## config.mk

```make
export PLATFORM = sky130hd
export DESIGN_NAME = lbd_queue
export DESIGN_NICKNAME = d
export VERILOG_FILES = /design/src/rtl/luma_box_downscaler_assert.svh /design/src/rtl/lbd_pkg.sv /design/src/rtl/lbd_queue.sv
export SDC_FILE = /design/constraint.sdc
export NUM_CORES = 1
export LEC_CHECK = 0
export BUFFER_PORTS_ARGS = -buffer_cell sky130_fd_sc_hd__clkbuf_2
export CAP_MARGIN = 20
export CORE_MARGIN = 3
export CORE_UTILIZATION = 40
export CTS_CLUSTER_DIAMETER = 120
export CTS_CLUSTER_SIZE = 28
export DETAILED_ROUTE_END_ITERATION = 10
export PLACE_DENSITY = 0.63
export SETUP_SLACK_MARGIN = 0.15
export SLEW_MARGIN = 20
export SYNTH_ARGS = -nofsm -noshare
export SYNTH_HDL_FRONTEND = slang
export SYNTH_SLANG_ARGS = --single-unit
```

## constraint.sdc

```tcl
create_clock -name i_clk -period 3 [get_ports i_clk]
set_input_delay 0.3 -clock i_clk [delete_from_list [all_inputs] [get_ports i_clk]]
set_output_delay 0.3 -clock i_clk [all_outputs]
set_load 0.05 [all_outputs]
```

## src/rtl/luma_box_downscaler_assert.svh

```systemverilog
// ----------------------------------------------------------------------------
// Assertion macros for the luma box downscaler
// Shared implication checks, clocked on the rising edge, off during reset.
// ----------------------------------------------------------------------------
`ifndef LUMA_BOX_DOWNSCALER_ASSERT_SVH
`define LUMA_BOX_DOWNSCALER_ASSERT_SVH

// same-cycle implication
`define LBD_ASSERT_SAME(label, clk, rst_n, pre, post) \
    label: assert property (@(posedge clk) disable iff (!rst_n) (pre) |-> (post)) \
        else $error("lbd same-cycle check failed");

// next-cycle implication
`define LBD_ASSERT_NEXT(label, clk, rst_n, pre, post) \
    label: assert property (@(posedge clk) disable iff (!rst_n) (pre) |=> (post)) \
        else $error("lbd next-cycle check failed");

`endif

```

## src/rtl/lbd_pkg.sv

```systemverilog
// ----------------------------------------------------------------------------
// lbd_pkg
// Types, constants and helpers shared by the luma box downscaler.
// ----------------------------------------------------------------------------
`default_nettype none

package lbd_pkg;

    localparam int MAX_WIDTH  = 1024;
    localparam int MAX_HEIGHT = 4096;
    localparam int MAX_RADIUS = 16;

    // BT.709 weights in Q0.16, sum is exactly 65536
    localparam logic [15:0] WEIGHT_R = 16'd13933;
    localparam logic [15:0] WEIGHT_G = 16'd46871;
    localparam logic [15:0] WEIGHT_B = 16'd4732;

    // configuration register indexes
    localparam logic [1:0] REG_WIDTH  = 2'd0;
    localparam logic [1:0] REG_HEIGHT = 2'd1;
    localparam logic [1:0] REG_RADIUS = 2'd2;

    // one in-block pixel handed from front to back
    typedef struct packed {
        logic [7:0]  luma;
        logic        first;
        logic        last;
        logic [9:0]  column;
        logic [11:0] row;
        logic        frame_last;
    } t_pix_entry;

    typedef enum logic [1:0] {
        ST_IDLE,
        ST_ACC,
        ST_DIV,
        ST_OUT
    } t_back_state;

    function automatic logic [10:0] clamp_width(input logic [10:0] v);
        logic [10:0] res;
        if (v == 11'd0) res = 11'd1;
        else if (v > 11'(MAX_WIDTH)) res = 11'(MAX_WIDTH);
        else res = v;
        return res;
    endfunction

    function automatic logic [12:0] clamp_height(input logic [12:0] v);
        logic [12:0] res;
        if (v == 13'd0) res = 13'd1;
        else if (v > 13'(MAX_HEIGHT)) res = 13'(MAX_HEIGHT);
        else res = v;
        return res;
    endfunction

    function automatic logic [4:0] clamp_radius(input logic [4:0] v);
        logic [4:0] res;
        if (v == 5'd0) res = 5'd1;
        else if (v > 5'(MAX_RADIUS)) res = 5'(MAX_RADIUS);
        else res = v;
        return res;
    endfunction

endpackage

`default_nettype wire

```

## src/rtl/lbd_queue.sv

```systemverilog
// ----------------------------------------------------------------------------
// lbd_queue
// Two-entry FIFO between the front and back parts.
// ----------------------------------------------------------------------------
`default_nettype none

module lbd_queue (
    input  wire                  i_clk,
    input  wire                  i_rst_n,
    input  wire                  i_push,
    input  lbd_pkg::t_pix_entry  i_entry,
    input  wire                  i_pop,
    output lbd_pkg::t_pix_entry  o_head,
    output logic                 o_full,
    output logic                 o_empty
);

    lbd_pkg::t_pix_entry r_slot [2];
    logic                r_wr_ptr;
    logic                r_rd_ptr;
    logic [1:0]          r_count;

    assign o_head  = r_slot[r_rd_ptr];
    assign o_full  = (r_count == 2'd2);
    assign o_empty = (r_count == 2'd0);

    // storage, no reset needed
    always_ff @(posedge i_clk) begin
        if (i_push) begin
            r_slot[r_wr_ptr] <= i_entry;
        end
    end

    // pointers and fill level
    always_ff @(posedge i_clk) begin
        if (!i_rst_n) begin
            r_wr_ptr <= 1'b0;
            r_rd_ptr <= 1'b0;
            r_count  <= 2'd0;
        end else begin
            if (i_push) r_wr_ptr <= !r_wr_ptr;
            if (i_pop)  r_rd_ptr <= !r_rd_ptr;
            if (i_push && !i_pop)      r_count <= r_count + 2'd1;
            else if (!i_push && i_pop) r_count <= r_count - 2'd1;
        end
    end

endmodule

`default_nettype wire

```

## Yosys cells after proc, flatten, opt, wreduce, memory -nomap -nowiden

Memory sizes are Yosys's and may differ from the RTL's. A register that Yosys moved wholly into a read port is not among the register bits.
Index checks and enable logic that the tools add are counted.

| storage, ports and cells | value |
|---|---|
| bits in latches | 0 |
| register bits | 4 |
| memories | 1 |
| logic and storage cells | 21 |
| bits in read-only memories | 0 |
| RAM bits | 66 |
| input port bits | 37 |

| cells by class | value |
|---|---|
| order comparisons | 0 |
| $mul | 0 |
| reduce and logical (&&, ||, !) cells | 8 |
| mux-type cells | 6 |
| divide/modulo/power cells | 0 |
| add/subtract/negate cells | 2 |
| bitwise logic cells | 0 |
| eq/ne operators | 1 |
| shift operators | 0 |

Memory list:

| memory | words | width | read ports | clocked after Yosys merged registers in | wr ports | RTL line | text |
|---|---|---|---|---|---|---|---|
| r_slot | 2 | 33 | 1 | 1 | 1 | lbd_queue.sv:18 | `lbd_pkg::t_pix_entry r_slot [2];` |

Operators by type and width:

| cell | number |
|---|---|
| $logic_not 1->1 | 4 |
| $mux 1 | 4 |
| $mux 2 | 2 |
| $add 2x1->2 const B | 1 |
| $eq 2x2->1 const B | 1 |
| $logic_and 1x1->1 | 2 |
| $logic_not 2->1 | 1 |
| $reduce_bool 2->1 | 1 |
| $sub 2x1->2 const B | 1 |

## Longest topological paths before layout

Gate-level depths: netlist of the first run.

| depth | value |
|---|---|
| depth in word-level cells | 4 |
| mapped depth | 5 |
| mapped depth without buffers | 5 |

## Worst setup path after synthesis of the first run

OpenSTA, ideal clock, no wires.

| timing path | value |
|---|---|
| path kind | input port to flip-flop |
| start point | input i_push |
| end point | memory r_slot[0][0] (netlist bit), enable pin |
| arrival | 1821 ps |
| path slack | 750 ps |
| path buffers | 0 |
| stages on the path | 1 |
| required time | 2572 ps |
| setup time | 428 ps |
| cell sequence | nor2b_1 |

| between the ends | value |
|---|---|
| word-level cells in the longest chain between the ends | 2 |

RTL lines:

| what | RTL line | text |
|---|---|---|
| start: declaration | lbd_queue.sv:10 | `input wire i_push,` |
| $mux 1 | lbd_queue.sv:29 | `if (i_push) begin` |
| $mux 1 (implied by the code) | lbd_queue.sv:30 | `r_slot[r_wr_ptr] <= i_entry;` |
| end: declaration | lbd_queue.sv:18 |  |

Every way passes these cells.

==> metrics.csv, run 1 <==
stage;metric;value;unit
synth;syn_area_per_cell;20.8;um^2
timing;max_slew_margin;0.365;
timing;finClkSkew;0.00567;ns
clock_network;cts_root_buf;clkbuf_8;
clock_network;hold_buffers;0;
clock_network;clk_latency;0.33;ns
clock_network;cts_made_buffers;9;
floorplanning;fp.dieH;86.5;um
global_routing;grt_overflow;0;
timing;max_freq;0.541;GHz
clock_network;cts_tree;done;
synth;synth-edff-count;66;
floorplanning;placement_rows;28;
synth;synth_mux_area_frac;0.143;
place;portBuffers;71;
layout;synthToLayoutAreaGrowth;24.9;%
global_routing;grt_pass1_wl;7.16;mm
clock_network;clock_sinks;71;
layout;fin_nets;244;
clock_network;htree_levels;3;
timing;hold_violations;0;
worst_hold_path;hold_path.class;in -> reg;
synth;netlist_area;2590;um^2
power;p_leak;1.25;nW
timing;setup_viol;0;
drt;via_per_inst;4.76;
synth;synth.area.top_cells;edfxtp_1, mux2_2, dfxtp_1, and2_1, xor2_1;
drt;vias;1360;
drt;drt_first_pass_iters;4;
place;gp_congestion;0.679;
layout;layout_commonest_cell;clkbuf_2;
timing;fin_crit_sh;0.616;
synth;yosysUniqueCellTypes;17;
critical_path;required;2.70;ns
worst_hold_path;holdPathEnd;r_slot[1][12]$_DFFE_PP_;
timing;grt_setup_unrepaired;false;
layout;seq_area;2080;um^2
critical_path;cp_max_fo;16;
global_routing;grt_util_all_layers;0.133;
layout;drive_gt1_frac;0.588;
floorplanning;dieArea;7490;um^2
synth;synth_adder_area_share;0.00482;
synth;synth_ff_type;edfxtp_1;
floorplanning;design.core.area;6100;um^2
clock_network;cts.path.max_buffers;2;
layout;fillers;533;
layout;multiInputGateArea;494;um^2
worst_hold_path;min-delay-start;i_entry[12];
drt;drtIter0Drc;48;
layout;final_cell_mix;clkbuf_2, edfxtp_1, mux2_2, clkbuf_8, dfxtp_1;
synth;synth_top_family_by_area;multiplexers;
critical_path;cp.arrival;1.55;ns
power;ir_drop;0.396;mV
run;cap_violations;0;
drt;wirelength;4.53;mm
synth;synthArstFlopShare;0;
worst_hold_path;hold_depth;1;
timing;tightest_slew;0.951;ns
drt;post-route-drc-count;0;
clock_network;postCtsSetupBuffers;0;
synth;ys_ff_latch;71;
synth;yosysTopAreaCellShare;0.764;
timing;setup_slack;1.15;ns
floorplanning;start_util;0.426;
critical_path;start_kind;register;
global_routing;grt_pass1_vias;1498;
floorplanning;io-pin-count;72;
global_routing;grt_max_degree;35;
timing;slew_viol_final;0;
layout;fin_util;0.532;
critical_path;cp-end-kind;output pin;
synth;synth_fp_nets;163;
synth;yosysSeqAreaShare;0.802;
power;power.density;695;nW/um^2
synth;yosysWarningCount;0;
drt;route.antenna.remaining_nets;0;
timing;fin_setup_tns;0;ns
floorplanning;die_x;86.5;um
critical_path;regToRegStartpoint;r_wr_ptr$_SDFFE_PN0P_;
critical_path;path_class;reg -> out;
clock_network;cts.repair.resized;0;
critical_path;r2r_end;r_slot[0][22]$_DFFE_PP_;
synth;synth_top_cell_by_area;edfxtp_1;
synth;synth_compound_area_frac;0.00771;
status;status;finished, final reports clean;
synth;synth_xor_area_frac;0.0101;
synth;synth_cells;125;
critical_path;reg2reg_depth;1;
layout;diodes;0;
place;dp_hpwl;3.10;mm
clock_network;clkSlewWorstSetupHoldPaths;0.07;ns
synth;synth_simple_gate_area_frac;0.0217;
global_routing;antenna_found_initial;0;
critical_path;rrSetupSlack;1.51;ns
drt;wl_per_cell;15.8;um
timing;min_period;1.85;ns
place;pre_cts_ws;1.35;ns
[worst max path at each step]
| stage | from | end | slack [ns] | cells after the start |
|---|---|---|---|---|
| 2_1_floorplan | i_push | r_slot[0][0]$_DFFE_PP_ | 0.75 | 1 |
| 3_3_place_gp | i_push | r_slot[0][21]$_DFFE_PP_ | 1.40 | 2 |
| 3_5_place_dp | i_push | r_slot[0][14]$_DFFE_PP_ | 1.35 | 2 |
| 4_1_cts | register | o_head[26] | 1.13 | 3 |
| 5_1_grt | register | o_head[29] | 1.08 | 3 |
| 6_report | register | o_head[29] | 1.15 | 3 |
[metal layers]
metal | global-route usage | routed length (um) | up-vias
met2 | 0.199 | 2070 | 61
met1 | 0.165 | 2000 | 644
met3 | 0.0570 | 393 | 8
met5 | 0 | 0 | -
met4 | 0.0637 | 72 | 0
li1 | - | - | 647
[registers in the layout (all words and copies together) (netlist names), named ones only]
name / flops
r_slot: 66
r_count: 2
r_rd_ptr: 1
r_wr_ptr: 1
[cell families (layout without fill, tap and decap cells)]
family | after synthesis | in the layout
fa+ha+maj | 1 | 1
buf+inv | 5 | 91
flops | 71 | 71
simple gates | 9 | 9
mux | 33 | 33
compound gates | 3 | 3
xor+xnor | 3 | 3
[cell type report]
class / count / area share
inverters: 1 / 0.00116
clock buffers: 10 / 0.0394
well taps: 75 / 0.0290
multi-input cells: 49 / 0.153
flip-flops and latches: 71 / 0.642
repair buffers: 74 / 0.117
clock inverters: 6 / 0.0189
[Yosys cell counts (all sizes together), types with 2 or more instances]
| master | count |
|---|---|
| and2 | 4 |
| buf | 4 |
| dfxtp | 5 |
| edfxtp | 66 |
| mux2 | 33 |
| nor2b | 2 |
| xor2 | 2 |
[critical path, stage by stage (launching register included)]
cell	delay, ns
dfxtp_1	0.33
buf_4	0.25
mux2_2	0.39
clkbuf_2	0.24
[power breakdown]
part / total, mW / switching [mW] / internal (mW)
registers: 1.16 / 0.0157 / 1.14
logic: 0.387 / 0.275 / 0.112
clock network: 0.709 / 0.328 / 0.381
total: 2.25 / 0.619 / 1.63
[stage by stage]
step                total power [mW]  hold WS [ns]  instances  instance area, um^2
global route                    2.36         0.124        286                 3240
finish                          2.25         0.155        286                 3240
floorplan                       1.47         0.399        125                 2590
CTS                             2.29         0.134        286                 3240
global placement                1.56         0.476        270                 3050
detailed placement              1.57         0.493        270                 3050
No activity file was read; power rests on OpenSTA's default activity.
==> run 2: changes to the inputs <==
PLACE_DENSITY = 0.65   (was 0.63)
clock period = 1.7 ns   (was 3 ns; I/O delays follow)
==> run 2 against run 1 <==
  * Via count up 4.1%
  * First-iteration DRC count up 35%
  * Clock power up 92%
  * Power up 92%
  * Clock-buffer cell count down 1
  * Core utilization up 8.0 points
  * Clock skew down 0.0024 ns
  * Sequential cell count unchanged
  * Global-route usage up 0.92 points
  * Die area unchanged
  * Largest cell class unchanged
==> metrics.csv, run 2 (synthesis gave the netlist of run 1 again) <==
stage;metric;value;unit
floorplanning;start_util;0.426;
layout;fin_util;0.612;
place;pre_cts_ws;0.318;ns
power;p_total;4.33;mW
status;status;finished, final reports clean;
clock_network;htree_levels;3;
drt;route.antenna.remaining_nets;0;
timing;setup_slack;0.0805;ns
run;cap_violations;0;
drt;drtIter0Drc;65;
floorplanning;placement_rows;28;
global_routing;grt_max_degree;18;
clock_network;clkSlewWorstSetupHoldPaths;0.07;ns
critical_path;rrSetupSlack;0.57;ns
place;dp.cells;273;
power;power.density;1160;nW/um^2
layout;fin_nets;249;
global_routing;grt_pass1_vias;1532;
layout;reg_top3;r_slot (66), r_count (2);
timing;fin_crit_sh;0.953;
layout;seq_area;2090;um^2
drt;wl_per_cell;16.9;um
drt;post-route-drc-count;0;
power;power_frac_seq;0.473;
floorplanning;fp.dieH;86.5;um
layout;final_cell_mix;edfxtp_1, clkbuf_2, clkbuf_8, mux2_2, mux2_4;
timing;slew_viol_final;0;
timing;finClkSkew;0.00324;ns
layout;multiInputGateArea;548;um^2
clock_network;cts_made_buffers;9;
power;ir_drop;0.790;mV
clock_network;cts.path.max_buffers;2;
critical_path;start_kind;register;
power;switchingPower;1.12;mW
critical_path;cp.arrival;1.45;ns
power;power_frac_clock;0.315;
timing;hold_violations;0;
power;swShare;0.258;
floorplanning;die_x;86.5;um
timing;tightest_slew;0.277;ns
clock_network;cts_root_buf;clkbuf_8;
timing;fin_setup_tns;0;ns
critical_path;cp-end-kind;output pin;
worst_hold_path;hold_path.class;in -> reg;
drt;vias;1416;
timing;grt_setup_unrepaired;true;
place;dp_hpwl;2.97;mm
global_routing;antenna_found_initial;0;
place;placed_area;3080;um^2
layout;synthToLayoutAreaGrowth;43.8;%
layout;layout_commonest_cell;edfxtp_1;
timing;max_slew_margin;0.816;
layout;fillers;449;
global_routing;grt_util_all_layers;0.142;
layout;largest_reg_flops;66;
drt;wirelength;4.89;mm
drt;via_per_inst;4.88;
drt;drt_first_pass_iters;4;
clock_network;postCtsSetupBuffers;0;
place;portBuffers;71;
floorplanning;dieArea;7490;um^2
layout;postLayoutCellArea;3730;um^2
clock_network;cts_tree;done;
layout;top_register;r_slot;
timing;hold_slack;0.0280;ns
power;combPwrFrac;0.212;
place;gp_congestion;0.662;
timing;max_freq;0.617;GHz
layout;drive_gt1_frac;0.595;
floorplanning;io-pin-count;72;
timing;setup_viol;0;
floorplanning;design.core.area;6100;um^2
global_routing;grt_pass1_wl;7.78;mm
layout;diodes;0;
critical_path;path_class;reg -> out;
clock_network;clock_sinks;71;
power;p_leak;1.47;nW
critical_path;cp_max_fo;10;
timing;min_period;1.62;ns
power;p_int;3.22;mW
critical_path;required;1.53;ns
clock_network;clk_latency;0.33;ns
layout;fin_cells;290;
global_routing;grt_overflow;0;
==> run 2: changes by cell type in the layout (fill, tap and decap cells not counted), sizes merged <==
cell and change:
bufinv +1, clkbuf -12, buf +16, clkinvlp -1
==> run 2: worst paths after layout <==
kind / startpoint / end / cells after the start
min: i_entry[2] / r_slot[1][2]$_DFFE_PP_ / 1
max reg2reg: r_wr_ptr$_SDFFE_PN0P_ / r_slot[1][19]$_DFFE_PP_ / 2
max: register / o_head[0] / 3
min reg2reg: r_count[1]$_SDFFE_PN0P_ / r_count[1]$_SDFFE_PN0P_ / 2
==> run 2: layer usage <==
| layer | share of wire | up-vias | GRT usage |
|---|---|---|---|
| met2 | 0.49 | 52 | 0.221 |
| met4 | 0.010 | 0 | 0.0595 |
| met3 | 0.066 | 5 | 0.0475 |
| li1 | - | 653 | - |
| met5 | 0 | - | 0 |
| met1 | 0.43 | 706 | 0.182 |
==> run 2: area by class of cell <==
class	count	area share
Clock buffer	9	0.0332
Timing Repair Buffer	79	0.214
Clock inverter	6	0.0205
Multi-Input combinational cell	49	0.147
Sequential cell	71	0.559
Inverter	1	0.00101
Tap cell	75	0.0252
==> run 2: power groups by stage <==
stage                     logic [mW]  registers (mW)  clock network (mW)
after floorplan                0.519            2.07                   0
after global placement         0.689            2.08                   0
after detailed placement       0.694            2.08                   0
after CTS                      0.892            2.05                1.41
after global routing           0.962            2.06                1.48
final                          0.919            2.05                1.36
==> run 2: timing repair <==
action                                  CTS  global route
endpoints found under the setup margin   33            33
cloned                                    2             0
resized for setup                        86            19
hold buffers                              0             0
==> run 2: critical path, stage by stage (launching register included) <==
cell and delay [ns]:
dfxtp_4 0.43, buf_12 0.16, mux2_2 0.35, clkbuf_8 0.18
