<file path="src/rtl/luma_box_downscaler_assert.svh">
// ----------------------------------------------------------------------------
// Assertion macros for the luma box downscaler
// Shared implication checks, clocked on the rising edge, off during reset.
// ----------------------------------------------------------------------------
`ifndef LUMA_BOX_DOWNSCALER_ASSERT_SVH
`define LUMA_BOX_DOWNSCALER_ASSERT_SVH

// same-cycle implication
`define LBD_ASSERT_SAME(label, clk, rst_n, pre, post) \
    label: assert property (@(posedge clk) disable iff (!rst_n) (pre) |-> (post)) \
        else $error("lbd same-cycle check failed");

// next-cycle implication
`define LBD_ASSERT_NEXT(label, clk, rst_n, pre, post) \
    label: assert property (@(posedge clk) disable iff (!rst_n) (pre) |=> (post)) \
        else $error("lbd next-cycle check failed");

`endif

</file>
<file path="src/rtl/lbd_pkg.sv">
// ----------------------------------------------------------------------------
// lbd_pkg
// Types, constants and helpers shared by the luma box downscaler.
// ----------------------------------------------------------------------------
`default_nettype none

package lbd_pkg;

    localparam int MAX_WIDTH  = 1024;
    localparam int MAX_HEIGHT = 4096;
    localparam int MAX_RADIUS = 16;

    // BT.709 weights in Q0.16, sum is exactly 65536
    localparam logic [15:0] WEIGHT_R = 16'd13933;
    localparam logic [15:0] WEIGHT_G = 16'd46871;
    localparam logic [15:0] WEIGHT_B = 16'd4732;

    // configuration register indexes
    localparam logic [1:0] REG_WIDTH  = 2'd0;
    localparam logic [1:0] REG_HEIGHT = 2'd1;
    localparam logic [1:0] REG_RADIUS = 2'd2;

    // one in-block pixel handed from front to back
    typedef struct packed {
        logic [7:0]  luma;
        logic        first;
        logic        last;
        logic [9:0]  column;
        logic [11:0] row;
        logic        frame_last;
    } t_pix_entry;

    typedef enum logic [1:0] {
        ST_IDLE,
        ST_ACC,
        ST_DIV,
        ST_OUT
    } t_back_state;

    function automatic logic [10:0] clamp_width(input logic [10:0] v);
        logic [10:0] res;
        if (v == 11'd0) res = 11'd1;
        else if (v > 11'(MAX_WIDTH)) res = 11'(MAX_WIDTH);
        else res = v;
        return res;
    endfunction

    function automatic logic [12:0] clamp_height(input logic [12:0] v);
        logic [12:0] res;
        if (v == 13'd0) res = 13'd1;
        else if (v > 13'(MAX_HEIGHT)) res = 13'(MAX_HEIGHT);
        else res = v;
        return res;
    endfunction

    function automatic logic [4:0] clamp_radius(input logic [4:0] v);
        logic [4:0] res;
        if (v == 5'd0) res = 5'd1;
        else if (v > 5'(MAX_RADIUS)) res = 5'(MAX_RADIUS);
        else res = v;
        return res;
    endfunction

endpackage

`default_nettype wire

</file>
<file path="src/rtl/lbd_front.sv">
// ----------------------------------------------------------------------------
// lbd_front
// Accepts pixels, computes luma, tracks raster position and classifies
// each pixel; in-block pixels are pushed to the queue.
// ----------------------------------------------------------------------------
`default_nettype none

module lbd_front (
    input  wire                  i_clk,
    input  wire                  i_rst_n,
    input  wire                  i_cfg_wr_en,
    input  wire  [1:0]           i_cfg_index,
    input  wire  [12:0]          i_cfg_wdata,
    input  wire                  i_valid,
    input  wire  [7:0]           i_red,
    input  wire  [7:0]           i_green,
    input  wire  [7:0]           i_blue,
    input  wire                  i_q_full,
    output logic                 o_ready,
    output logic                 o_push,
    output lbd_pkg::t_pix_entry  o_entry,
    output logic [8:0]           o_area
);

    logic [10:0] r_width;
    logic [12:0] r_height;
    logic [4:0]  r_radius;
    logic [8:0]  r_area;
    logic [9:0]  r_pix_col;
    logic [11:0] r_pix_row;
    logic [3:0]  r_col_in_blk;
    logic [3:0]  r_row_in_blk;
    logic [9:0]  r_blk_col;
    logic [11:0] r_blk_row;
    logic [10:0] r_col_end;   // (blk_col+1)*radius
    logic [12:0] r_row_end;   // (blk_row+1)*radius

    logic [10:0] n_width;
    logic [12:0] n_height;
    logic [4:0]  n_radius;
    logic [8:0]  prod_area;
    logic        accept;
    logic        in_block;
    logic        line_end;
    logic        frame_end;
    logic        col_wrap;
    logic        row_wrap;
    logic        known_reg;
    logic [4:0]  radius_m1;
    logic [23:0] luma_sum;

    // luma: exact weighted sum at full width, truncated
    assign luma_sum = ({8'd0, lbd_pkg::WEIGHT_R} * {16'd0, i_red})
                    + ({8'd0, lbd_pkg::WEIGHT_G} * {16'd0, i_green})
                    + ({8'd0, lbd_pkg::WEIGHT_B} * {16'd0, i_blue});

    // no pixel is taken while a register is written
    assign o_ready   = !i_q_full && !i_cfg_wr_en;
    assign accept    = i_valid && o_ready;
    assign radius_m1 = r_radius - 5'd1;
    assign col_wrap  = ({1'b0, r_col_in_blk} == radius_m1);
    assign row_wrap  = ({1'b0, r_row_in_blk} == radius_m1);
    assign line_end  = (({1'b0, r_pix_col} + 11'd1) == r_width);
    assign frame_end = (({1'b0, r_pix_row} + 13'd1) == r_height);
    assign in_block  = (r_col_end <= r_width) && (r_row_end <= r_height);

    // classification of the current pixel
    always_comb begin
        o_entry.luma       = luma_sum[23:16];
        o_entry.first      = (r_col_in_blk == 4'd0) && (r_row_in_blk == 4'd0);
        o_entry.last       = col_wrap && row_wrap;
        o_entry.column     = r_blk_col;
        o_entry.row        = r_blk_row;
        o_entry.frame_last = (({1'b0, r_col_end} + {7'd0, r_radius}) > {1'b0, r_width})
                          && (({1'b0, r_row_end} + {9'd0, r_radius}) > {1'b0, r_height});
    end

    assign o_push = accept && in_block;
    assign o_area = r_area;

    // clamped configuration values
    always_comb begin
        n_width  = r_width;
        n_height = r_height;
        n_radius = r_radius;
        unique case (i_cfg_index)
            lbd_pkg::REG_WIDTH:  n_width  = lbd_pkg::clamp_width(i_cfg_wdata[10:0]);
            lbd_pkg::REG_HEIGHT: n_height = lbd_pkg::clamp_height(i_cfg_wdata);
            lbd_pkg::REG_RADIUS: n_radius = lbd_pkg::clamp_radius(i_cfg_wdata[4:0]);
            default: ;
        endcase
    end

    assign known_reg = (i_cfg_index == lbd_pkg::REG_WIDTH)
                    || (i_cfg_index == lbd_pkg::REG_HEIGHT)
                    || (i_cfg_index == lbd_pkg::REG_RADIUS);

    // radius squared, up to 256
    assign prod_area = {4'd0, n_radius} * {4'd0, n_radius};

    // configuration and raster position
    always_ff @(posedge i_clk) begin
        if (!i_rst_n) begin
            r_width      <= 11'(lbd_pkg::MAX_WIDTH);
            r_height     <= 13'd768;
            r_radius     <= 5'd4;
            r_area       <= 9'd16;
            r_pix_col    <= '0;
            r_pix_row    <= '0;
            r_col_in_blk <= '0;
            r_row_in_blk <= '0;
            r_blk_col    <= '0;
            r_blk_row    <= '0;
            r_col_end    <= 11'd4;
            r_row_end    <= 13'd4;
        end else if (i_cfg_wr_en) begin
            // known register: store and restart the frame
            if (known_reg) begin
                r_width      <= n_width;
                r_height     <= n_height;
                r_radius     <= n_radius;
                r_area       <= prod_area;
                r_pix_col    <= '0;
                r_pix_row    <= '0;
                r_col_in_blk <= '0;
                r_row_in_blk <= '0;
                r_blk_col    <= '0;
                r_blk_row    <= '0;
                r_col_end    <= {6'd0, n_radius};
                r_row_end    <= {8'd0, n_radius};
            end
        end else if (accept) begin
            if (line_end) begin
                r_pix_col    <= '0;
                r_col_in_blk <= '0;
                r_blk_col    <= '0;
                r_col_end    <= {6'd0, r_radius};
                if (frame_end) begin
                    r_pix_row    <= '0;
                    r_row_in_blk <= '0;
                    r_blk_row    <= '0;
                    r_row_end    <= {8'd0, r_radius};
                end else begin
                    r_pix_row <= r_pix_row + 12'd1;
                    if (row_wrap) begin
                        r_row_in_blk <= '0;
                        r_blk_row    <= r_blk_row + 12'd1;
                        r_row_end    <= r_row_end + {8'd0, r_radius};
                    end else begin
                        r_row_in_blk <= r_row_in_blk + 4'd1;
                    end
                end
            end else begin
                r_pix_col <= r_pix_col + 10'd1;
                if (col_wrap) begin
                    r_col_in_blk <= '0;
                    r_blk_col    <= r_blk_col + 10'd1;
                    r_col_end    <= r_col_end + {6'd0, r_radius};
                end else begin
                    r_col_in_blk <= r_col_in_blk + 4'd1;
                end
            end
        end
    end

endmodule

`default_nettype wire

</file>
<file path="config.mk">
export PLATFORM = sky130hd
export DESIGN_NAME = lbd_front
export DESIGN_NICKNAME = d
export VERILOG_FILES = /design/src/rtl/luma_box_downscaler_assert.svh /design/src/rtl/lbd_pkg.sv /design/src/rtl/lbd_front.sv
export SDC_FILE = /design/constraint.sdc
export NUM_CORES = 1
export LEC_CHECK = 0
export BUFFER_PORTS_ARGS = -buffer_cell sky130_fd_sc_hd__buf_2
export CAP_MARGIN = 20
export CORE_ASPECT_RATIO = 2
export CORE_MARGIN = 5
export CORE_UTILIZATION = 55
export DETAILED_ROUTE_END_ITERATION = 7
export PLACE_DENSITY_LB_ADDON = 0.05
export SYNTH_ARGS = -nofsm -noshare
export SYNTH_HDL_FRONTEND = slang
export SYNTH_SLANG_ARGS = --single-unit
</file>
<file path="constraint.sdc">
create_clock -name i_clk -period 16.4 [get_ports i_clk]
set_clock_uncertainty 0.1 [all_clocks]
set_input_delay 0 -clock i_clk [delete_from_list [all_inputs] [get_ports i_clk]]
set_output_delay 0 -clock i_clk [all_outputs]
set_load 0.1 [all_outputs]
</file>
-- Word level (Yosys, flattened, before mapping)
Index checks and enable logic that the tools add are counted.
- add/sub/neg operators: 15
- multiply operators: 4
- order comparisons: 7
- eq/ne operators: 7
- multiplexer cells: 46
- reductions and logical operators: 28
- operators by type and width (cell ; count):
    12-bit two-way mux ; 10
    13-bit two-way mux ; 8
    10-bit two-way mux ; 8
    11-bit two-way mux ; 7
    4-bit two-way mux ; 10
    12-bit by 1-bit adder with 12-bit output (second input constant) ; 2
    22-bit by 24-bit adder with 24-bit output ; 1
    24-bit by 21-bit adder with 24-bit output ; 1
    16-bit by 8-bit multiplier with 24-bit output (first input constant) ; 1
    14-bit by 8-bit multiplier with 22-bit output (first input constant) ; 1
    10-bit by 1-bit adder with 10-bit output (second input constant) ; 2
    11-bit by 8-bit multiplier with 19-bit output (first input constant) ; 1
    5-bit two-way mux ; 3
    13-bit by 5-bit adder with 14-bit output ; 1
    14-bit by 13-bit > comparator with 1-bit output ; 1
    12-bit by 1-bit adder with 13-bit output (second input constant) ; 1
    13-bit by 5-bit adder with 13-bit output ; 1
    13-bit == test ; 1
    13-bit > comparator (second input constant) ; 1
    13-bit <= comparator ; 1
    13-bit zero test ; 1
    11-bit by 5-bit adder with 12-bit output ; 1
    12-bit by 11-bit > comparator with 1-bit output ; 1
    3-bit AND reduction ; 4
    other kinds (24) ; 38
- register bits after elaboration: 114
- input bits: 44
- output and inout port bits: 44
- logic and storage cells: 119

-- Depth between registers and ports, before layout
Gate-level depths: netlist of the first run.
- depth in word-level cells: 7
- mapped depth: 34
- gate-level depth less buffers: 34

-- Least setup slack after synthesis of the first run
No wires, ideal clock.
- kind: input-to-output
- start: in i_blue[2]
- end: out o_entry[29] in the netlist's numbering
- arrival time: 7924 ps
- required time: 16300 ps
- slack: 8376 ps
- cell stages on the path: 27
- path buffers: 0
- cells stage by stage: inv_1 > fa_1 > inv_1 > ha_1 > inv_1 > fa_1 > fa_1 > inv_1 > ha_1 > a21oi_1 > o21ba_2 > o31ai_1 > a21oi_1 > xnor2_1 > fa_1 > inv_1 > fa_1 > fa_1 > fa_1 > inv_1 > ha_1 > a21o_1 > a21o_1 > a211oi_1 > nor2_1 > a221o_1 > a21oi_1
- RTL lines (element ; line ; source):
    start: declaration ; lbd_front.sv:17 ; input wire [7:0] i_blue,
    end: declaration ; lbd_front.sv:21 ; output lbd_pkg::t_pix_entry o_entry,

==> implementation parameters, run 1 <==
Parameter                              Value

Outcome
  Result of the run    completed

Global route
  Via count of the first global-routing pass    approximately 12k
  Grt ovf    0
  Maximum number of pins on one net before global-route repair    56
  First-pass GRT wire length    around 67000 um
  Global Route Usage Sum    30.2%
  Antenna violations before repair    1

STA
  Period minus WS final    8.23 ns
  Total count of hold-check failures in the final report    0
  Total negative slack for setup checks    0 ns
  RSZ-0062 raised after global routing    false
  Tcrit/Tclk final    between 50% and 60%
  # setup viols final    0
  Headroom to the max-slew limit    roughly a third
  PnR worst setup slack    around 8.2 ns
  Slew at the pin closest to its max-slew limit    0.984 ns
  Peak Freq    between 100 and 150 MHz
  Max-slew violation count    0

Detailed routing
  Number of detailed-route iterations in the first pass    5
  Total wire length    42400 um
  Post-detailed-route DRC marker count    0
  Antenna Nets Post-Route    0
  WL per Instance    roughly 21 um
  Routed vias    around 12k
  Number of violations reported at the end of detailed-routing iteration 0    approximately 500
  Mean number of vias per cell    between 5 and 6

Placed design
  Number of input and output port buffers inserted    86
  DP Worst Slack    about 8.2 ns
  Total half-perimeter wirelength after legalization and detailed placement    around 36000 um
  Final weighted congestion in routability-driven placement    ~0.94

Min path
  Startpoint of the tightest hold check path    i_valid
  Worst hold-check path type    in -> reg

Setup path
  Critical setup path kind    in -> out
  R2R Path Start    r_pix_row[0]$_SDFFE_PN0P_
  Req. time, crit path    16.30 ns
  Worst Setup Start Kind    input pin
  Critical path capture point type    output pin
  Launching instance or port of the critical path    i_blue[5]
  Worst endpoint data arrival time    8.13 ns
  Max FO, Critical Path    5

Synth
  Net count of the mapped netlist    about 2k
  Post-synthesis instance area    ~14000 sq um
  Count of flip-flops with a built-in enable after synthesis    0
  Gate count of the mapped netlist    about 1.6k
  Seq cells post-synth    112
  Synthesized area per cell    8.72 sq um
  Yosys warns    0
  Async SR Flop Fraction    0%
  Library cells used by synthesis    83
  Sequential fraction of the synthesis area    around 16%
  Most frequently used flop master after synthesis    sky130_fd_sc_hd__dfxtp_1

Finish
  Post-layout nets    approximately 2.1k
  Fraction of layout cells with a size suffix above 1    8.11%
  Synthesis-to-finish area growth    7.98%
  Leading cell types in the layout, fill and taps excluded    sky130_fd_sc_hd__inv_1 (278), sky130_fd_sc_hd__ha_1 (215), sky130_fd_sc_hd__fa_1 (143), sky130_fd_sc_hd__dfxtp_1 (112), sky130_fd_sc_hd__nor2_1 (110)
  Total of fill cells in the finished design    2334
  Leading cell type in the layout, fill and taps excluded    sky130_fd_sc_hd__inv_1

Floorplanning
  Core Area    around 26000 sq um
  Num rows    83
  Width of the die    roughly 120 um
  Starting utilization of the core area    55.5%
  Floorplan die height    ~240 um
  Die Area    around 29000 sq um
  Ports placed on the boundary    about 90

Clocking
  Clock tree root driver cell    sky130_fd_sc_hd__clkbuf_16
  Clock tree buffer depth    2
  Number of clock buffers inserted by TritonCTS    9
  Clock tree sinks    around 110
  CTS clk-pin slew, worst paths    ~0.08 ns
  Clock H-tree levels    3
  Worst skew pair latency    between 0.3 and 0.4 ns
  CTS tree    yes

Flow run
  Max-cap check violation count    0
==> path summary, 6_finish.rpt <==
check | to | slack (ns) | cells after the start
worst min-delay path | r_pix_col[1]$_SDFFE_PN0P_ | 0.05 | 5
worst max register to register | r_row_end[7]$_SDFFE_PN0P_ | 12.03 | 11
worst max-delay path | o_entry[32] | 8.17 | 27
worst min register to register | o_area[6]$_SDFFE_PN0P_ | 0.36 | 2
==> sequential cells by signal (all words and copies together) (netlist names), 7 cells and up <==
name,cells
o_area,7
r_blk_col,10
r_blk_row,12
r_col_end,11
r_height,13
r_pix_col,10
r_pix_row,12
r_row_end,13
r_width,11
==> Yosys cell counts (6+ instances only) <==
library cell / instances / share of area, %
sky130_fd_sc_hd__inv_1: 279 / 7.4
sky130_fd_sc_hd__ha_1: 215 / 19
sky130_fd_sc_hd__fa_1: 143 / 20
sky130_fd_sc_hd__dfxtp_1: 112 / 16
sky130_fd_sc_hd__nor2_1: 110 / 2.9
sky130_fd_sc_hd__nand2_1: 96 / 2.5
sky130_fd_sc_hd__a21oi_1: 88 / 3.1
sky130_fd_sc_hd__xnor2_1: 54 / 3.3
sky130_fd_sc_hd__o21ai_0: 53 / 1.9
sky130_fd_sc_hd__nand3_1: 44 / 1.6
sky130_fd_sc_hd__xor2_1: 42 / 2.6
sky130_fd_sc_hd__clkbuf_1: 32 / 0.85
sky130_fd_sc_hd__a21o_1: 28 / 1.5
sky130_fd_sc_hd__nand4_1: 26 / 1.1
sky130_fd_sc_hd__nor3_1: 20 / 0.71
sky130_fd_sc_hd__o21a_1: 19 / 1.0
sky130_fd_sc_hd__or3_1: 15 / 0.66
sky130_fd_sc_hd__nor2b_1: 14 / 0.62
sky130_fd_sc_hd__nor3b_1: 14 / 0.74
sky130_fd_sc_hd__a22oi_1: 13 / 0.69
sky130_fd_sc_hd__and3_1: 13 / 0.57
sky130_fd_sc_hd__a211oi_1: 11 / 0.58
sky130_fd_sc_hd__a31oi_1: 8 / 0.35
sky130_fd_sc_hd__and2_1: 8 / 0.35
sky130_fd_sc_hd__nand2b_1: 8 / 0.35
sky130_fd_sc_hd__nor4_1: 8 / 0.35
sky130_fd_sc_hd__a22o_1: 7 / 0.43
sky130_fd_sc_hd__buf_2: 7 / 0.25
sky130_fd_sc_hd__mux2i_1: 7 / 0.49
sky130_fd_sc_hd__o31ai_1: 7 / 0.37
sky130_fd_sc_hd__or2_2: 7 / 0.31
sky130_fd_sc_hd__or4_1: 7 / 0.37
sky130_fd_sc_hd__o211ai_1: 6 / 0.32
==> metrics by stage <==
step	hold WS, ns	area [sq um]	std cells	util, %
3_5_place_dp	0.186	14800	2009	58.0
5_1_grt	0.0656	15300	2043	59.9
3_3_place_gp	0.176	14800	2009	58.0
4_1_cts	0.0308	15300	2042	59.9
6_report	0.0532	15300	2043	59.9
2_1_floorplan	0.0399	14200	1624	-
==> metal layers <==
layer / track usage, % / up-vias / wire length [um]
li1: - / 5623 / -
met1: 26.4 / 5656 / 12900
met2: 56.8 / 297 / 23300
met3: 3.56 / 182 / 1270
met4: 27.7 / 0 / 4910
met5: 0 / - / 0
==> worst max-delay path, cell delays in order <==
cell                       delay [ns]
sky130_fd_sc_hd__buf_2           0.15
sky130_fd_sc_hd__inv_1           0.11
sky130_fd_sc_hd__fa_1            0.64
sky130_fd_sc_hd__inv_1           0.07
sky130_fd_sc_hd__fa_1            0.48
sky130_fd_sc_hd__fa_1            0.52
sky130_fd_sc_hd__fa_1            0.49
sky130_fd_sc_hd__ha_1            0.34
sky130_fd_sc_hd__inv_1           0.07
sky130_fd_sc_hd__o31ai_1         0.43
sky130_fd_sc_hd__a21oi_1         0.15
sky130_fd_sc_hd__xnor2_1         0.16
sky130_fd_sc_hd__fa_1            0.49
sky130_fd_sc_hd__inv_1           0.06
sky130_fd_sc_hd__fa_1            0.52
sky130_fd_sc_hd__fa_1            0.45
sky130_fd_sc_hd__fa_1            0.55
sky130_fd_sc_hd__inv_1           0.05
sky130_fd_sc_hd__ha_1            0.30
sky130_fd_sc_hd__a21o_1          0.16
sky130_fd_sc_hd__a21o_1          0.18
sky130_fd_sc_hd__a211oi_1        0.26
sky130_fd_sc_hd__nor2_1          0.16
sky130_fd_sc_hd__a221o_1         0.36
sky130_fd_sc_hd__o41ai_1         0.38
sky130_fd_sc_hd__xnor2_1         0.16
sky130_fd_sc_hd__buf_2           0.44
==> cell type report <==
type                    instances  area [sq um]  share of cell area (%)
clock buffers                  10           229                    1.50
diodes                          1          2.50                  0.0164
well taps                     340           425                    2.78
multi-input cells            1183         10600                    69.4
inverters                     279          1050                    6.84
clock inverters                 5          58.8                   0.384
flip-flops and latches        112          2240                    14.7
repair buffers                113           678                    4.43
==> cell families (layout without fill, tap and decap cells) <==
family	Yosys count	after routing	synth area share, %
other	1	2	0.0265
DFF	112	112	15.8
xor gates and xnor gates	96	96	5.93
and+or+nand+nor	418	418	14.9
muxes	12	12	0.892
adders and majority gates	359	359	39.3
buffers and inverters	329	407	9.25
AOI/OAI and AO/OA	297	297	13.9
==> repair_timing <==
action                    in CTS  in global routing
buffers inserted               0                  0
hold buffers                  18                  0
hold endpoints to repair      23                  0
resized for setup              0                  0
Power of run 1 is not shown: default switching activity piles up to over one toggle a cycle in this logic, so the estimate is an artifact.
==> run 2, diff against run 1 <==
Clock period 16.4 ns to 7.45 ns, I/O delays scaled along.
==> run 2 against run 1 <==
Sequential cell count stayed put. Non-clock buffer count is 52 higher. Final area is 6.6% higher. Critical path depth is 3 higher. First-iteration DRC count fell by 13%. Routed wire length fell by 1.2%. Worst hold slack worse by 0.020 ns. Global-route usage fell by 0.49 points. Die area stayed put. Largest cell class unchanged.
==> implementation parameters, run 2 (same netlist as run 1, synthesis figures left out) <==
Parameter                              Value

STA
  RSZ-0062 raised after global routing    true (was false)
  Tcrit/Tclk final    a little over nine tenths
  Period minus WS final    7.29 ns
  Slew at the pin closest to its max-slew limit    1.03 ns (was 0.984 ns)
  Total count of hold-check failures in the final report    0 (unchanged)
  # setup viols final    0 (unchanged)
  Max-slew violation count    0 (unchanged)
  Headroom to the max-slew limit    31.2% (was 34.0%)
  Peak Freq    roughly 140 MHz

Setup path
  Worst Setup Start Kind    input pin (unchanged)
  Crit path max-delay family    adder cells (unchanged)
  Buffering stage count on the worst path with inverters included    9 (was 7)
  Slowest Stage Delay on Critical Path    0.62 ns (was 0.64 ns)
  Critical path capture point type    output pin (unchanged)
  Standard cell with the maximum stage delay on the critical path    sky130_fd_sc_hd__fa_2 (was sky130_fd_sc_hd__fa_1)
  Worst endpoint data arrival time    7.19 ns (was 8.13 ns)
  Req. time, crit path    7.35 ns (was 16.30 ns)
  Cell mode on critical path    sky130_fd_sc_hd__fa_1 (unchanged)
  Critical setup path kind    in -> out (unchanged)
  Max FO, Critical Path    3 (was 5)

Floorplanning
  Floorplan die height    237 um (unchanged)
  Width of the die    123 um (unchanged)
  Num rows    83 (unchanged)
  Die Area    29300 sq um (unchanged)
  Starting utilization of the core area    55.5% (unchanged)
  Ports placed on the boundary    88 (unchanged)
  Core Area    25500 sq um (unchanged)

Finish
  Synthesis-to-finish area growth    15.1% (was 7.98%)
  Diodes inserted    0 (was 1)
  Final instance count without filler cells    2094 (was 2043)
  Fraction of layout cells with a size suffix above 1    14.8% (was 8.11%)
  Leading cell type in the layout, fill and taps excluded    sky130_fd_sc_hd__inv_1 (unchanged)
  Leading cell types in the layout, fill and taps excluded    sky130_fd_sc_hd__inv_1 (265), sky130_fd_sc_hd__ha_1 (198), sky130_fd_sc_hd__fa_1 (139), sky130_fd_sc_hd__dfxtp_1 (112), sky130_fd_sc_hd__nor2_1 (106) (was sky130_fd_sc_hd__inv_1 (278), sky130_fd_sc_hd__ha_1 (215), sky130_fd_sc_hd__fa_1 (143), sky130_fd_sc_hd__dfxtp_1 (112), sky130_fd_sc_hd__nor2_1 (110))
  Post-layout nets    2152 (was 2100)
  Largest registers ranked by flip-flop count    r_height (13), r_row_end (13) (unchanged)
  Final design instance area without fill    16300 sq um (was 15300 sq um)
  Total of fill cells in the finished design    2271 (was 2334)

Clocking
  Clock tree root driver cell    sky130_fd_sc_hd__clkbuf_16 (unchanged)
  Clock tree sinks    112 (unchanged)
  Worst skew pair latency    0.37 ns (about the same)
  Clock H-tree levels    3 (unchanged)
  Clock tree buffer depth    2 (unchanged)
  Number of clock buffers inserted by TritonCTS    9 (unchanged)
  CTS clk-pin slew, worst paths    0.07 ns (was 0.08 ns)
  CTS tree    yes (unchanged)

Global route
  Grt ovf    0 (unchanged)
  Via count of the first global-routing pass    12.9k (was 12.5k)
  Global Route Usage Sum    29.7% (was 30.2%)
  Antenna violations before repair    0 (was 1)
  Maximum number of pins on one net before global-route repair    67 (was 56)
  First-pass GRT wire length    66300 um (was 66700 um)

Detailed routing
  Post-detailed-route DRC marker count    0 (unchanged)
  Routed met1 length    12600 um (was 12900 um)
  Number of violations reported at the end of detailed-routing iteration 0    434 (was 501)
  Total wire length    41900 um (was 42400 um)
  WL per Instance    20.0 um (was 20.8 um)
  Top Metal Used    met4 (unchanged)
  Number of detailed-route iterations in the first pass    5 (unchanged)
  Mean number of vias per cell    5.73 (was 5.76)
  Met3 WL post-DR    1100 um (was 1270 um)
  Routed vias    12.0k (was 11.8k)
  WL met2    23700 um (was 23300 um)
  Antenna Nets Post-Route    0 (unchanged)

Flow run
  Max-cap check violation count    0 (unchanged)

Placed design
  Placement Cell Area    15300 sq um (was 14800 sq um)
  Final weighted congestion in routability-driven placement    0.971 (was 0.945)
  Number of input and output port buffers inserted    86 (unchanged)
  Cell count after placement    2053 (was 2009)
  Total half-perimeter wirelength after legalization and detailed placement    34800 um (was 36100 um)

Min path
  Worst hold-check path type    in -> reg (unchanged)

Outcome
  Result of the run    completed (unchanged)
[run 2: cell types whose count changed in the layout (fill, tap and decap cells not counted), moves of 5 or more]
cell / before / now
sky130_fd_sc_hd__a21oi_1: 88 / 81
sky130_fd_sc_hd__buf_12: 0 / 8
sky130_fd_sc_hd__buf_2: 86 / 75
sky130_fd_sc_hd__buf_4: 9 / 62
sky130_fd_sc_hd__ha_1: 215 / 198
sky130_fd_sc_hd__ha_4: 0 / 17
sky130_fd_sc_hd__inv_1: 278 / 265
sky130_fd_sc_hd__inv_2: 1 / 13
sky130_fd_sc_hd__xnor2_1: 54 / 48
sky130_fd_sc_hd__xnor2_2: 0 / 5
[run 2: area by class of cell]
cell class / instances / area, sq um / area share [%]
tap: 340 / 425 / 2.61
timing repair buffer: 165 / 1210 / 7.40
sequential: 112 / 2240 / 13.8
inverter: 279 / 1050 / 6.44
clock inverter: 5 / 58.8 / 0.361
multi-input combinational: 1183 / 11100 / 68.0
clock buffer: 10 / 229 / 1.40
[run 2: tightest hold or removal path, stage by stage]
cell and delay (ns):
sky130_fd_sc_hd__buf_2 0.09, sky130_fd_sc_hd__a21oi_1 0.05, sky130_fd_sc_hd__buf_4 0.19, sky130_fd_sc_hd__nand2_1 0.08, sky130_fd_sc_hd__a21oi_1 0.05
[run 2: path summary, 6_finish.rpt]
path / start / end / slack [ns] / cells past startpoint
worst max register to register: r_pix_row[0]$_SDFFE_PN0P_ / r_row_end[6]$_SDFFE_PN0P_ / 2.90 / 10
worst max-delay path: i_blue[5] / o_entry[32] / 0.16 / 30
worst min register to register: o_area[6]$_SDFFE_PN0P_ / o_area[6]$_SDFFE_PN0P_ / 0.36 / 2
worst min-delay path: i_valid / r_col_in_blk[1]$_SDFFE_PN0P_ / 0.03 / 5
[run 2: stage by stage]
step | TNS [ns] | utilization [%] | hold WS, ns | setup WS (ns)
6_report | 0 | 63.8 | 0.0332 | 0.165
5_1_grt | -0.0205 | 63.8 | 0.0441 | -0.0205
4_1_cts | 0 | 62.8 | 0.0189 | 0.00370
3_5_place_dp | -1.28 | 60.0 | 0.185 | -0.381
3_3_place_gp | -0.680 | 60.0 | 0.178 | -0.275
2_1_floorplan | -0.106 | - | 0.0399 | -0.106
[run 2: what timing repair did]
action / CTS / global route
hold buffers: 16 / 0
pin swaps: 45 / 51
resized for setup: 42 / 43
endpoints found under the setup margin: 8 / 5
endpoints found under the hold margin: 22 / 0
buffers inserted: 7 / 4
[run 2: layer usage]
metal | vias to the layer above | GRT usage [%]
met3 | 178 | 3.06
met4 | 0 | 25.8
met5 | - | 0
li1 | 5716 | -
met1 | 5814 | 25.7
met2 | 299 | 57.2
Power of run 2 is left out for the same reason.
==> run 3, diff against run 2 <==
Settings changed: ABC_AREA from default to 1, REMOVE_ABC_BUFFERS from default to 1.
==> run 3 against run 2 <==
Worst hold slack improved by 0.088 ns. Global-route usage rose by 0.34 points. Worst setup slack improved by 0.19 ns. Sequential cell count did not move. Cell count rose by 16%. Synthesized area rose by 4.1%. Synthesized cell count rose by 21%. Non-clock buffer count fell by 36. First-iteration DRC count rose by 22%. Sequential share of layout area fell by 0.052 points.
==> implementation parameters, run 3 <==
Parameter                              Value

Outcome
  Result of the run    completed (unchanged)

Finish
  Diodes inserted    0 (unchanged)
  Largest registers ranked by flip-flop count    r_height (13), r_row_end (13) (unchanged)
  End-of-flow core utilization    62.0% (was 63.8%)
  Leading cell type in the layout, fill and taps excluded    sky130_fd_sc_hd__inv_1 (unchanged)
  Total of fill cells in the finished design    2517 (was 2271)
  Synthesis-to-finish area growth    10.9% (was 15.1%)
  Post-layout nets    2485 (was 2152)
  Total area of multi-input combinational cells    11000 sq um (was 11100 sq um)
  Fraction of layout cells with a size suffix above 1    9.20% (was 14.8%)
  Leading cell types in the layout, fill and taps excluded    sky130_fd_sc_hd__inv_1 (395), sky130_fd_sc_hd__nand2_1 (394), sky130_fd_sc_hd__ha_1 (211), sky130_fd_sc_hd__fa_1 (142), sky130_fd_sc_hd__nor2_1 (138) (was sky130_fd_sc_hd__inv_1 (265), sky130_fd_sc_hd__ha_1 (198), sky130_fd_sc_hd__fa_1 (139), sky130_fd_sc_hd__dfxtp_1 (112), sky130_fd_sc_hd__nor2_1 (106))
  Final instance count without filler cells    2432 (was 2094)
  Area of all sequential standard cells    2240 sq um (unchanged)

Floorplanning
  Die Area    30400 sq um (was 29300 sq um)
  Starting utilization of the core area    55.9% (was 55.5%)
  Num rows    84 (was 83)
  Floorplan die height    242 um (was 237 um)
  Width of the die    126 um (was 123 um)
  Ports placed on the boundary    88 (unchanged)
  Core Area    26400 sq um (was 25500 sq um)

Synth
  Async SR Flop Fraction    0% (unchanged)
  Area fraction in compound gates after synthesis    8.93% (was 13.9%)
  Seq cells post-synth    112 (unchanged)
  Library cells used by synthesis    53 (was 83)
  Count of flip-flops with a built-in enable after synthesis    0 (unchanged)
  Post-synthesis instance area    14800 sq um (was 14200 sq um)
  Combinational family with the most area after synthesis    adder cells (unchanged)
  Synthesized area per cell    7.48 sq um (was 8.72 sq um)
  Simple logic cell fraction of the synthesized area    22.8% (was 14.9%)
  Yosys warns    0 (unchanged)
  Cell taking the most area after synthesis    sky130_fd_sc_hd__fa_1 (unchanged)
  Most frequently used flop master after synthesis    sky130_fd_sc_hd__dfxtp_1 (unchanged)
  Fraction of synthesized cell area taken by the top area cell type    19.4% (was 20.2%)
  Sequential fraction of the synthesis area    15.2% (was 15.8%)
  Cell types with the highest counts after synthesis    sky130_fd_sc_hd__inv_1 (396), sky130_fd_sc_hd__nand2_1 (396), sky130_fd_sc_hd__ha_1 (215), sky130_fd_sc_hd__fa_1 (143), sky130_fd_sc_hd__nor2_1 (138) (was sky130_fd_sc_hd__inv_1 (279), sky130_fd_sc_hd__ha_1 (215), sky130_fd_sc_hd__fa_1 (143), sky130_fd_sc_hd__dfxtp_1 (112), sky130_fd_sc_hd__nor2_1 (110))
  Gate count of the mapped netlist    1972 (was 1624)
  Fraction of the mapped netlist area in adder cells    37.6% (was 39.3%)
  Fraction of synthesized area in multiplexers    0% (was 0.892%)
  Largest cells by area after synthesis    sky130_fd_sc_hd__fa_1 (19%), sky130_fd_sc_hd__ha_1 (18%), sky130_fd_sc_hd__dfxtp_1 (15%) (was sky130_fd_sc_hd__fa_1 (20%), sky130_fd_sc_hd__ha_1 (19%), sky130_fd_sc_hd__dfxtp_1 (16%))
  XOR/XNOR share of the synthesized area    4.13% (was 5.93%)

Detailed routing
  Post-detailed-route DRC marker count    0 (unchanged)
  Antenna Nets Post-Route    0 (unchanged)
  Mean number of vias per cell    5.42 (was 5.73)
  WL per Instance    18.6 um (was 20.0 um)
  Routed vias    13.2k (was 12.0k)
  Number of detailed-route iterations in the first pass    5 (unchanged)
  Total wire length    45100 um (was 41900 um)
  Number of violations reported at the end of detailed-routing iteration 0    529 (was 434)

Global route
  Maximum number of pins on one net before global-route repair    59 (was 67)
  Antenna violations before repair    0 (unchanged)
  Global Route Usage Sum    30.1% (was 29.7%)
  Via count of the first global-routing pass    13.9k (was 12.9k)
  First-pass GRT wire length    71200 um (was 66300 um)
  Grt ovf    0 (unchanged)

Setup path
  Worst Setup Start Kind    input pin (unchanged)
  Worst endpoint data arrival time    6.99 ns (was 7.19 ns)
  Critical path capture point type    output pin (unchanged)
  Req. time, crit path    7.35 ns (about the same)
  Max FO, Critical Path    3 (unchanged)
  Critical setup path kind    in -> out (unchanged)

Placed design
  Total half-perimeter wirelength after legalization and detailed placement    38600 um (was 34800 um)
  Final weighted congestion in routability-driven placement    0.988 (was 0.971)
  Cell count after placement    2400 (was 2053)
  Number of input and output port buffers inserted    86 (unchanged)

Min path
  Worst hold-check path type    in -> reg (unchanged)

Clocking
  Clock tree buffer depth    2 (unchanged)
  Clock tree root driver cell    sky130_fd_sc_hd__clkbuf_16 (unchanged)
  Number of clock buffers inserted by TritonCTS    9 (unchanged)
  Clock H-tree levels    3 (unchanged)
  Clock tree sinks    112 (unchanged)
  CTS tree    yes (unchanged)
  CTS clk-pin slew, worst paths    0.08 ns (was 0.07 ns)
  Worst skew pair latency    0.38 ns (was 0.37 ns)

STA
  Peak Freq    141 MHz (was 137 MHz)
  Tcrit/Tclk final    95.2% (was 97.8%)
  RSZ-0062 raised after global routing    false (was true)
  Slew at the pin closest to its max-slew limit    0.894 ns (was 1.03 ns)
  Headroom to the max-slew limit    40.2% (was 31.2%)
  # setup viols final    0 (unchanged)
  Max-slew violation count    0 (unchanged)
  Total count of hold-check failures in the final report    0 (unchanged)
  Period minus WS final    7.09 ns (was 7.29 ns)

Flow run
  Max-cap check violation count    0 (unchanged)
==> run 3: path summary, 6_finish.rpt <==
kind | from | cells past startpoint | endpoint | slack, ns
max | i_blue[5] | 28 | o_entry[31] | 0.36
min | i_cfg_wr_en | 4 | r_col_end[3]$_SDFFE_PN0P_ | 0.12
max reg2reg | r_radius[1]$_SDFFE_PN0P_ | 19 | o_area[8]$_SDFFE_PN0P_ | 3.11
min reg2reg | r_width[3]$_SDFFE_PN0P_ | 2 | r_width[3]$_SDFFE_PN0P_ | 0.38
==> run 3: layer usage <==
layer	vias up	part of all wire (%)	track usage [%]
met5	-	0	0
met4	0	9.7	23.0
met3	175	2.4	2.54
met2	327	59	62.2
met1	6195	29	24.7
li1	6475	-	-
==> run 3: final cells by class <==
| class | instances | area share [%] |
|---|---|---|
| Tap cell | 344 | 2.63 |
| Sequential cell | 112 | 13.7 |
| Timing Repair Buffer | 129 | 5.60 |
| Clock buffer | 10 | 1.46 |
| Inverter | 400 | 9.17 |
| Clock inverter | 6 | 0.336 |
| Multi-Input combinational cell | 1431 | 67.1 |
==> run 3: through the flow <==
step	worst slack [ns]	setup TNS (ns)	hold slack [ns]	area (sq um)
6_report	0.359	0	0.121	16400
5_1_grt	0.0143	0	0.140	16400
3_5_place_dp	-0.0952	-0.132	0.187	15800
2_1_floorplan	-0.534	-1.68	-0.0159	14600
3_3_place_gp	0.0183	0	0.176	15800
4_1_cts	0.0144	0	0.114	16200
==> run 3: kinds of logic (layout without fill, tap and decap cells) <==
| family | Yosys count | in the layout |
|---|---|---|
| AO/OA/AOI/OAI | 243 | 243 |
| XOR/XNOR | 68 | 68 |
| adder cells (fa/ha/maj) | 358 | 358 |
| buffers and inverters | 429 | 545 |
| flip-flops | 112 | 112 |
| other | 1 | 1 |
| AND/OR/NAND/NOR | 761 | 761 |
==> run 3: critical path, stage by stage <==
cell,delay (ns)
sky130_fd_sc_hd__buf_2,0.09
sky130_fd_sc_hd__inv_1,0.08
sky130_fd_sc_hd__fa_2,0.62
sky130_fd_sc_hd__inv_1,0.06
sky130_fd_sc_hd__fa_1,0.48
sky130_fd_sc_hd__fa_1,0.57
sky130_fd_sc_hd__fa_1,0.45
sky130_fd_sc_hd__ha_4,0.30
sky130_fd_sc_hd__nand2_1,0.08
sky130_fd_sc_hd__nor3_2,0.15
sky130_fd_sc_hd__a21oi_2,0.10
sky130_fd_sc_hd__buf_4,0.14
sky130_fd_sc_hd__xnor2_1,0.16
sky130_fd_sc_hd__fa_1,0.51
sky130_fd_sc_hd__ha_1,0.31
sky130_fd_sc_hd__inv_1,0.05
sky130_fd_sc_hd__fa_1,0.48
sky130_fd_sc_hd__fa_1,0.56
sky130_fd_sc_hd__inv_1,0.05
sky130_fd_sc_hd__ha_1,0.34
sky130_fd_sc_hd__nand2_2,0.10
sky130_fd_sc_hd__nor4_4,0.27
sky130_fd_sc_hd__nand4_1,0.15
sky130_fd_sc_hd__nand3_2,0.19
sky130_fd_sc_hd__a21oi_2,0.08
sky130_fd_sc_hd__o21bai_1,0.16
sky130_fd_sc_hd__xor2_1,0.23
sky130_fd_sc_hd__clkbuf_16,0.24
==> run 3: what timing repair did <==
action,in CTS,in global routing
endpoints found under the setup margin,2,6
buffers inserted,0,1
gates resized for setup,3,28
hold endpoints to repair,24,0
pin swaps,0,9
hold buffers,15,0
Power of run 3 is left out for the same reason.
